<file path="src/hdl/bsmt_pkg.sv">
// shared types and constants of the backing-store map table
package bsmt_pkg;

    localparam int OWNER_W  = 6;
    localparam int PAGE_W   = 20;
    localparam int COUNT_W  = 9;
    localparam int ADDR_W   = 32;
    localparam int INDEX_W  = 4;
    localparam int OFFSET_W = 21;

    localparam int IN_DATA_W  = 72;
    localparam int OUT_DATA_W = 32;

    localparam logic STATUS_OK  = 1'b0;
    localparam logic STATUS_ERR = 1'b1;

    typedef enum logic [1:0] {
        OP_ALLOC  = 2'd0,
        OP_LOOKUP = 2'd1,
        OP_MAP    = 2'd2,
        OP_UNMAP  = 2'd3
    } opcode_t;

    typedef struct packed {
        logic [COUNT_W-1:0] pages;
        logic [PAGE_W-1:0]  base_page;
        logic [OWNER_W-1:0] owner;
    } entry_t;

endpackage

</file>
<file path="src/hdl/bsmt_store.sv">
// entry memory: one write port, one registered read port
module bsmt_store #(
    parameter int DEPTH = 8,
    parameter int IDX_W = 3
) (
    input  logic                clk,
    input  logic                wr_en,
    input  logic [IDX_W-1:0]    wr_addr,
    input  bsmt_pkg::entry_t    wr_data,
    input  logic [IDX_W-1:0]    rd_addr,
    output bsmt_pkg::entry_t    rd_data
);

    bsmt_pkg::entry_t mem [DEPTH];
    bsmt_pkg::entry_t rd_data_reg;

    always_ff @(posedge clk)
    begin
        if (wr_en)
        begin
            mem[wr_addr] <= wr_data;
        end
        rd_data_reg <= mem[rd_addr];
    end

    assign rd_data = rd_data_reg;

endmodule

</file>
<file path="src/hdl/backing_store_map_table_unit.sv">
// top level of the backing-store map table
// One request per transfer, one result per request. Allocate and map go from the request
// transfer straight to the response state, which loads the output register once it is free;
// lookup and unmap walk the entry memory from entry 0 through its single read port, with a
// read state and a check state per entry visited, until a hit or the last entry (at most
// NUM_STORES entries are visited). The next request is taken only once the previous result
// has entered the output register, so a held result that blocks the output register also
// holds off new requests. Mapped flags live in flip-flops cleared by reset, so the table is
// usable right after reset with no clearing pass; owner, base page and page count sit in the
// entry memory and are read for every entry visited but only used for mapped entries.
module backing_store_map_table_unit #(
    parameter int NUM_STORES = 8,
    parameter int PAGE_SHIFT = 12
) (
    input  logic        clk,
    input  logic        rst_n,
    input  logic        s_axis_tvalid,
    output logic        s_axis_tready,
    // process_id[5:0], virtual_address[37:6], virtual_page[57:38], store_index[61:58],
    // page_count[70:62], zero fill
    input  logic [71:0] s_axis_tdata,
    // opcode[1:0]
    input  logic [1:0]  s_axis_tuser,
    output logic        m_axis_tvalid,
    input  logic        m_axis_tready,
    // found_index[3:0], page_offset[24:4], zero fill
    output logic [31:0] m_axis_tdata,
    // status[0]
    output logic        m_axis_tuser
);

    localparam int IDX_W = (NUM_STORES > 1) ? $clog2(NUM_STORES) : 1;

    typedef enum logic [1:0] {
        ST_IDLE,
        ST_READ,
        ST_CHECK,
        ST_RESP
    } state_t;

    // input field unpacking
    bsmt_pkg::opcode_t                   in_opcode;
    logic [bsmt_pkg::OWNER_W-1:0]        in_pid;
    logic [bsmt_pkg::ADDR_W-1:0]         in_vaddr;
    logic [bsmt_pkg::PAGE_W-1:0]         in_vpage;
    logic [bsmt_pkg::INDEX_W-1:0]        in_sidx;
    logic [bsmt_pkg::COUNT_W-1:0]        in_npages;

    assign in_opcode = bsmt_pkg::opcode_t'(s_axis_tuser);
    assign in_pid    = s_axis_tdata[5:0];
    assign in_vaddr  = s_axis_tdata[37:6];
    assign in_vpage  = s_axis_tdata[57:38];
    assign in_sidx   = s_axis_tdata[61:58];
    assign in_npages = s_axis_tdata[70:62];

    state_t                          state_reg;
    bsmt_pkg::opcode_t               op_reg;
    logic [bsmt_pkg::OWNER_W-1:0]    pid_reg;
    logic [bsmt_pkg::OFFSET_W-1:0]   vpn_reg;
    logic [IDX_W-1:0]                idx_reg;
    logic [NUM_STORES-1:0]           mapped_reg;
    logic                            res_status_reg;
    logic [bsmt_pkg::INDEX_W-1:0]    res_index_reg;
    logic [bsmt_pkg::OFFSET_W-1:0]   res_offset_reg;
    logic                            m_valid_reg;
    logic                            m_status_reg;
    logic [bsmt_pkg::INDEX_W-1:0]    m_index_reg;
    logic [bsmt_pkg::OFFSET_W-1:0]   m_offset_reg;

    logic                            s_accept;
    logic                            map_ok;
    logic                            wr_en;
    logic                            free_found;
    logic [IDX_W-1:0]                free_idx;
    logic                            hit;
    logic                            last_entry;
    logic                            out_free;
    logic [bsmt_pkg::OFFSET_W-1:0]   offset_calc;
    bsmt_pkg::entry_t                wr_entry;
    bsmt_pkg::entry_t                rd_entry;

    assign s_axis_tready = (state_reg == ST_IDLE);
    assign s_accept      = s_axis_tvalid && s_axis_tready;
    assign map_ok        = ({1'b0, in_sidx} < 5'(NUM_STORES));
    assign wr_en         = s_accept && (in_opcode == bsmt_pkg::OP_MAP) && map_ok;
    assign out_free      = !m_valid_reg || m_axis_tready;

    assign wr_entry.owner     = in_pid;
    assign wr_entry.base_page = in_vpage;
    assign wr_entry.pages     = in_npages;

    bsmt_store #(
        .DEPTH (NUM_STORES),
        .IDX_W (IDX_W)
    ) u_store (
        .clk     (clk),
        .wr_en   (wr_en),
        .wr_addr (in_sidx[IDX_W-1:0]),
        .wr_data (wr_entry),
        .rd_addr (idx_reg),
        .rd_data (rd_entry)
    );

    // lowest unmapped entry
    always_comb
    begin
        free_found = 1'b0;
        free_idx   = '0;
        for (int k = NUM_STORES - 1; k >= 0; k--)
        begin
            if (!mapped_reg[k])
            begin
                free_found = 1'b1;
                free_idx   = IDX_W'(k);
            end
        end
    end

    assign hit         = mapped_reg[idx_reg] && (rd_entry.owner == pid_reg);
    assign last_entry  = (idx_reg == IDX_W'(NUM_STORES - 1));
    assign offset_calc = vpn_reg - {1'b0, rd_entry.base_page};

    always_ff @(posedge clk or negedge rst_n)
    begin
        if (!rst_n)
        begin
            state_reg      <= ST_IDLE;
            op_reg         <= bsmt_pkg::OP_ALLOC;
            pid_reg        <= '0;
            vpn_reg        <= '0;
            idx_reg        <= '0;
            mapped_reg     <= '0;
            res_status_reg <= bsmt_pkg::STATUS_ERR;
            res_index_reg  <= '0;
            res_offset_reg <= '0;
            m_valid_reg    <= 1'b0;
            m_status_reg   <= bsmt_pkg::STATUS_ERR;
            m_index_reg    <= '0;
            m_offset_reg   <= '0;
        end
        else
        begin
            if (m_valid_reg && m_axis_tready && (state_reg != ST_RESP))
            begin
                m_valid_reg <= 1'b0;
            end

            unique case (state_reg)
                ST_IDLE:
                begin
                    if (s_accept)
                    begin
                        op_reg         <= in_opcode;
                        pid_reg        <= in_pid;
                        vpn_reg        <= bsmt_pkg::OFFSET_W'(in_vaddr >> PAGE_SHIFT);
                        idx_reg        <= '0;
                        res_offset_reg <= '0;
                        unique case (in_opcode)
                            bsmt_pkg::OP_ALLOC:
                            begin
                                res_status_reg <= free_found ? bsmt_pkg::STATUS_OK
                                                             : bsmt_pkg::STATUS_ERR;
                                res_index_reg  <= free_found ? bsmt_pkg::INDEX_W'(free_idx)
                                                             : '0;
                                state_reg      <= ST_RESP;
                            end
                            bsmt_pkg::OP_MAP:
                            begin
                                if (map_ok)
                                begin
                                    mapped_reg[in_sidx[IDX_W-1:0]] <= 1'b1;
                                end
                                res_status_reg <= map_ok ? bsmt_pkg::STATUS_OK
                                                         : bsmt_pkg::STATUS_ERR;
                                res_index_reg  <= '0;
                                state_reg      <= ST_RESP;
                            end
                            default:
                            begin
                                res_status_reg <= bsmt_pkg::STATUS_ERR;
                                res_index_reg  <= '0;
                                state_reg      <= ST_READ;
                            end
                        endcase
                    end
                end
                ST_READ:
                begin
                    state_reg <= ST_CHECK;
                end
                ST_CHECK:
                begin
                    if (hit)
                    begin
                        res_status_reg <= bsmt_pkg::STATUS_OK;
                        if (op_reg == bsmt_pkg::OP_LOOKUP)
                        begin
                            res_index_reg  <= bsmt_pkg::INDEX_W'(idx_reg);
                            res_offset_reg <= offset_calc;
                        end
                        else
                        begin
                            mapped_reg[idx_reg] <= 1'b0;
                        end
                        state_reg <= ST_RESP;
                    end
                    else if (last_entry)
                    begin
                        state_reg <= ST_RESP;
                    end
                    else
                    begin
                        idx_reg   <= idx_reg + 1'b1;
                        state_reg <= ST_READ;
                    end
                end
                ST_RESP:
                begin
                    if (out_free)
                    begin
                        m_valid_reg  <= 1'b1;
                        m_status_reg <= res_status_reg;
                        m_index_reg  <= res_index_reg;
                        m_offset_reg <= res_offset_reg;
                        state_reg    <= ST_IDLE;
                    end
                end
                default:
                begin
                    state_reg <= ST_IDLE;
                end
            endcase
        end
    end

    assign m_axis_tvalid = m_valid_reg;
    assign m_axis_tdata  = {7'b0, m_offset_reg, m_index_reg};
    assign m_axis_tuser  = m_status_reg;

    // a good map leaves its entry marked mapped
    assert property (@(posedge clk) disable iff (!rst_n)
        wr_en |=> mapped_reg[$past(in_sidx[IDX_W-1:0])])
        else $error("mapped flag not set after map");

    // results appear only out of the response state
    assert property (@(posedge clk) disable iff (!rst_n)
        $rose(m_axis_tvalid) |-> $past(state_reg == ST_RESP))
        else $error("result raised outside response state");

    // a loaded response returns the unit to taking requests
    assert property (@(posedge clk) disable iff (!rst_n)
        (state_reg == ST_RESP && out_free) |=> s_axis_tready)
        else $error("unit did not return to idle after response");

    // an unmap hit clears the entry it found
    assert property (@(posedge clk) disable iff (!rst_n)
        (state_reg == ST_CHECK && hit && op_reg == bsmt_pkg::OP_UNMAP)
            |=> !mapped_reg[$past(idx_reg)])
        else $error("unmap left entry mapped");

endmodule
</file>
<file path="config.mk">
export PLATFORM = sky130hd
export DESIGN_NAME = backing_store_map_table_unit
export DESIGN_NICKNAME = d
export VERILOG_FILES = /design/src/hdl/bsmt_pkg.sv /design/src/hdl/bsmt_store.sv /design/src/hdl/backing_store_map_table_unit.sv
export SDC_FILE = /design/constraint.sdc
export NUM_CORES = 1
export LEC_CHECK = 0
export BUFFER_PORTS_ARGS = -buffer_cell sky130_fd_sc_hd__buf_2
export CORE_ASPECT_RATIO = 1.5
export CORE_MARGIN = 8
export CORE_UTILIZATION = 60
export CTS_CLUSTER_SIZE = 24
export DETAILED_ROUTE_END_ITERATION = 8
export PLACE_DENSITY = 0.79
export SLEW_MARGIN = 5
export SYNTH_ARGS = -nofsm -noshare
export SYNTH_HDL_FRONTEND = slang
export SYNTH_HIERARCHICAL = 1
export SYNTH_SLANG_ARGS = --single-unit
</file>
<file path="constraint.sdc">
create_clock -name clk -period 13.26 [get_ports clk]
set_input_delay 1.326 -clock clk [delete_from_list [all_inputs] [get_ports clk]]
set_output_delay 1.326 -clock clk [all_outputs]
set_load 0.01 [all_outputs]
</file>
After elaboration in Yosys (flattened, before gate mapping)
Memories as Yosys holds them, arrays and structs flattened. A register that Yosys moved wholly into a read port is not among the register bits.
Index checks and enable logic that the tools add are counted.
- register bits: 94
- bits in writable memories: 280
- input port bits: 78
- output and inout port bits: 35
- logic and storage cells: 121
- memories kept: 1
- memories (name ; words ; bits a word ; read ports ; clocked after Yosys merged registers in ; wr ports ; RTL line ; source):
    u_store.mem ; 8 ; 35 ; 1 ; 1 ; 1 ; bsmt_store.sv:14 ; bsmt_pkg::entry_t mem [DEPTH];
- $add $sub $neg: 2
- order comparisons: 5
- equality and inequality tests: 17
- multiplexer cells: 59
- bitwise gates (word level): 3
- reductions and logical operators: 21
- operators by type and width (kind ; number):
    two-way mux 21 bit ; 3
    one-hot mux 21 bit (2 select lines) ; 1
    two-way mux 8 bit ; 5
    two-way mux 3 bit ; 13
    subtractor 20 x 20 -> 21 bit ; 1
    two-way mux 1 bit ; 20
    one-hot mux 8 bit (2 select lines) ; 1
    inequality test 2 bit, second input constant ; 7
    two-way mux 4 bit ; 3
    two-way mux 2 bit ; 5
    bitwise AND 8 bit ; 1
    logical AND 1 bit ; 8
    less-than comparator 3 x 4 -> 1 bit, second input constant ; 2
    inverter 8 bit ; 1
    bitwise OR 8 bit ; 1
    one-hot mux 2 bit (4 select lines) ; 1
    one-hot mux 4 bit (2 select lines) ; 1
    AND reduction 4 bit ; 2
    demux 1 bit (select 3 bit) ; 2
    equality test 2 bit, second input constant ; 3
    equality test 6 bit ; 1
    >= comparator 3 x 1 -> 1 bit, second input constant ; 2
    inequality test 2 x 1 -> 1 bit, second input constant ; 3
    one-hot mux 3 bit (2 select lines) ; 1
    other kinds (14) ; 19

Longest topological paths before layout
- depth in word-level cells: 12
- depth in mapped cells: 11
- depth with buffers taken out: 11

Modules after synthesis
Netlist, hierarchy kept.
- modules (own cells, without submodules) (module ; times used ; cells an instance ; area an instance (sq um) ; sequential area each (sq um)):
    bsmt_store ; 1 ; 453 ; 11536.1 ; 9108.7
    backing_store_map_table_unit ; 1 ; 462 ; 4939.7 ; 2304.7

Worst setup path before layout
OpenSTA, ideal clock, no wires.
- kind: input to register
- from: input s_axis_tvalid
- to: memory u_store/mem[0][0] in the netlist's numbering (enable)
- setup time: 0.471 ns
- arrival time: 4.934 ns
- required time: 12.789 ns
- path slack: 7.855 ns
- stages on the path: 6
- buffers on the path: 1
- path through: inv_1 -> nor3_1 -> clkbuf_1 -> and2_1 -> nand2b_1 -> nor3_1
- longest elaborated chain between the ends: 5
- RTL lines (what ; RTL line ; source):
    start, declared ; backing_store_map_table_unit.sv:17 ; input logic s_axis_tvalid,
    logical AND 1 bit ; backing_store_map_table_unit.sv:83 ; assign s_accept = s_axis_tvalid && s_axis_tready;
    logical AND 1 bit (2 in series) ; backing_store_map_table_unit.sv:85 ; assign wr_en = s_accept && (in_opcode == bsmt_pkg::OP_MAP) && map_ok;
    net wr_en ; backing_store_map_table_unit.sv:72 ; logic wr_en;
    two-way mux 1 bit ; bsmt_store.sv:19 ; if (wr_en)
    two-way mux 1 bit (not written as such) ; bsmt_store.sv:21 ; mem[wr_addr] <= wr_data;
    end, declared ; bsmt_store.sv:14 ;
The timed path passes the listed nets, and every way through them passes these cells.

Final worst setup path
- from: input s_axis_tvalid
- to: memory u_store/mem[2][17] in the netlist's numbering (enable)
Same word-level chain as after synthesis.

==> results.toml <==
[clock_network]
cts_sinks = 326
post_cts_buffers = 0
cts-buffers-inserted = 29
cts_resized = 0
htreeDepth = 1
hold_buffers = 0
insertion_delay_ps = 550
cts-root-buf = "clkbuf_16"
path_clk_slew_ps = 60
cts.path.max_buffers = 3
cts_tree = "done"

[power_and_ir_drop]
p_switching_mw = 0.970
pwr-share-comb_pct = 33.5
power.density_nw_per_um2 = 207
clockPowerShare_pct = 24.8
p_sw_share_pct = 31.0
vdd_drop_max_mv = 0.114
p_int_mw = 2.16
p_leak_nw = 5.82
seqPwrFrac_pct = 41.7

[outcome]
status = "completed"

[job]
max_cap_viol_count = 0

[placed_design]
globalplace.congestion = 0.895
numPortBuffers = 82
dp.final_hpwl_um = 15400
place_ws_ps = 9480
place_area_sq_um = 14200

[global_routing]
grt_usage_pct = 18.1
grt_max_degree = 75
grt-ovfl-total = 0
grt_pass1_vias = 7530
antenna_found_initial = 3
grt_pass1_wl_um = 40200

[setup_path]
arrival_ps = 3360
path_max_fanout = 36
critPathCaptureType = "register"
critPathRequiredTime_ps = 13420
path_class = "input pin to register"
start_kind = "input pin"

[final_layout]
finalInstanceArea_sq_um = 15100
final_common_cell = "edfxtp_1"
syn_to_final_growth_pct = 11.1
fin_util_pct = 67.6
antenna_cells = 0
fin_nets = 989
largest_register_ffs = 208
fillers = 1461
mostFrequentLayoutCells = "edfxtp_1 (208), dfrtp_1 (88), mux2_2 (81), buf_2 (81), mux4_1 (54)"
drive_gt1_share_pct = 25.6

[die]
die_w_um = 139
dieArea_sq_um = 27800
die_h_um = 200
rows = 67
start_util_pct = 60.8
pin_count = 113
fp.coreArea_sq_um = 22300

[timing]
timing.final.ws_setup_ps = 10050
skew_ps = 12.4
fin_crit_ps = 3210
finalHoldViolCount = 0
tightest_slew_ps = 1160
setup_tns_ps = 0
fin_crit_sh_pct = 24.2
drv_slew = 0
finalSetupViolCount = 0
grt_setup_unrepaired = "no"
maxSlewHeadroom_pct = 22.6
max_freq_ghz = 0.312

[routing]
drc = 0
drt_iter0_drc = 408
postRouteAntennaNets = 0
post_drt_wl_per_cell_um = 21.2
drtPass1Iterations = 5
vias_per_cell = 5.93
dr_total_vias = 7037
drt_wl_total_um = 25100

[worst_hold_path]
min_path_type = "register to register"

[logic_synthesis]
syn_area_per_cell_sq_um = 16.8
ys.warnings.count = 6
syn-cell-area_sq_um = 13600
syn_inst = 807
-- power groups by stage --
stage          combinational [mW]  sequential [mW]  clock (mW)
4_1_cts                      1.06             1.30       0.792
5_1_grt                      1.15             1.32       0.828
6_report                     1.05             1.30       0.775
3_3_place_gp                 1.02             1.32           0
2_1_floorplan               0.848             1.30           0
3_5_place_dp                 1.05             1.32           0
-- area by class of cell --
cell class                 count  area [sq um]  area share [%]
timing repair buffer          90           473            3.14
clock buffer                  40           777            5.16
sequential                   326          9070            60.2
clock inverter                13          91.3           0.606
inverter                      28           105           0.698
tap                          276           345            2.29
multi-input combinational    413          4200            27.9
-- critical path, stage by stage --
cell and delay, ps:
buf_2 100, inv_1 50, nor3_2 90, buf_4 450, and2_1 220, nand2b_1 220
nor2_4 870
-- layer usage --
| layer | part of all wire (%) | wire (um) | GRT usage [%] | up-vias |
|---|---|---|---|---|
| li1 | - | - | - | 3267 |
| met4 | 2.5 | 622 | 5.86 | 6 |
| met2 | 52 | 13100 | 32.4 | 181 |
| met5 | 0.16 | 40 | 0 | - |
| met1 | 40 | 9930 | 21.4 | 3523 |
| met3 | 5.5 | 1390 | 3.71 | 60 |
-- per-stage QoR --
stage / cells / power (mW) / hold slack (ps)
final: 1186 / 3.13 / 478
after global routing: 1186 / 3.30 / 507
after CTS: 1186 / 3.15 / 484
after detailed placement: 1133 / 2.37 / 468
after global placement: 1133 / 2.34 / 456
after floorplan: 814 / 2.15 / 443
-- final timing paths --
path,slack (ps),from,endpoint,cells past startpoint
max in group asynchronous,11380,rst_n,idx_reg[2],2
worst max-delay path,10050,s_axis_tvalid,u_store/mem[2][17],7
min in group asynchronous,650,rst_n,state_reg[1],1
worst max register to register,10140,idx_reg[0],mapped_reg[0],8
worst min-delay path,480,res_offset_reg[4],res_offset_reg[4],2
worst min register to register,480,res_offset_reg[4],res_offset_reg[4],2
Power figures use the tool's default switching activity.
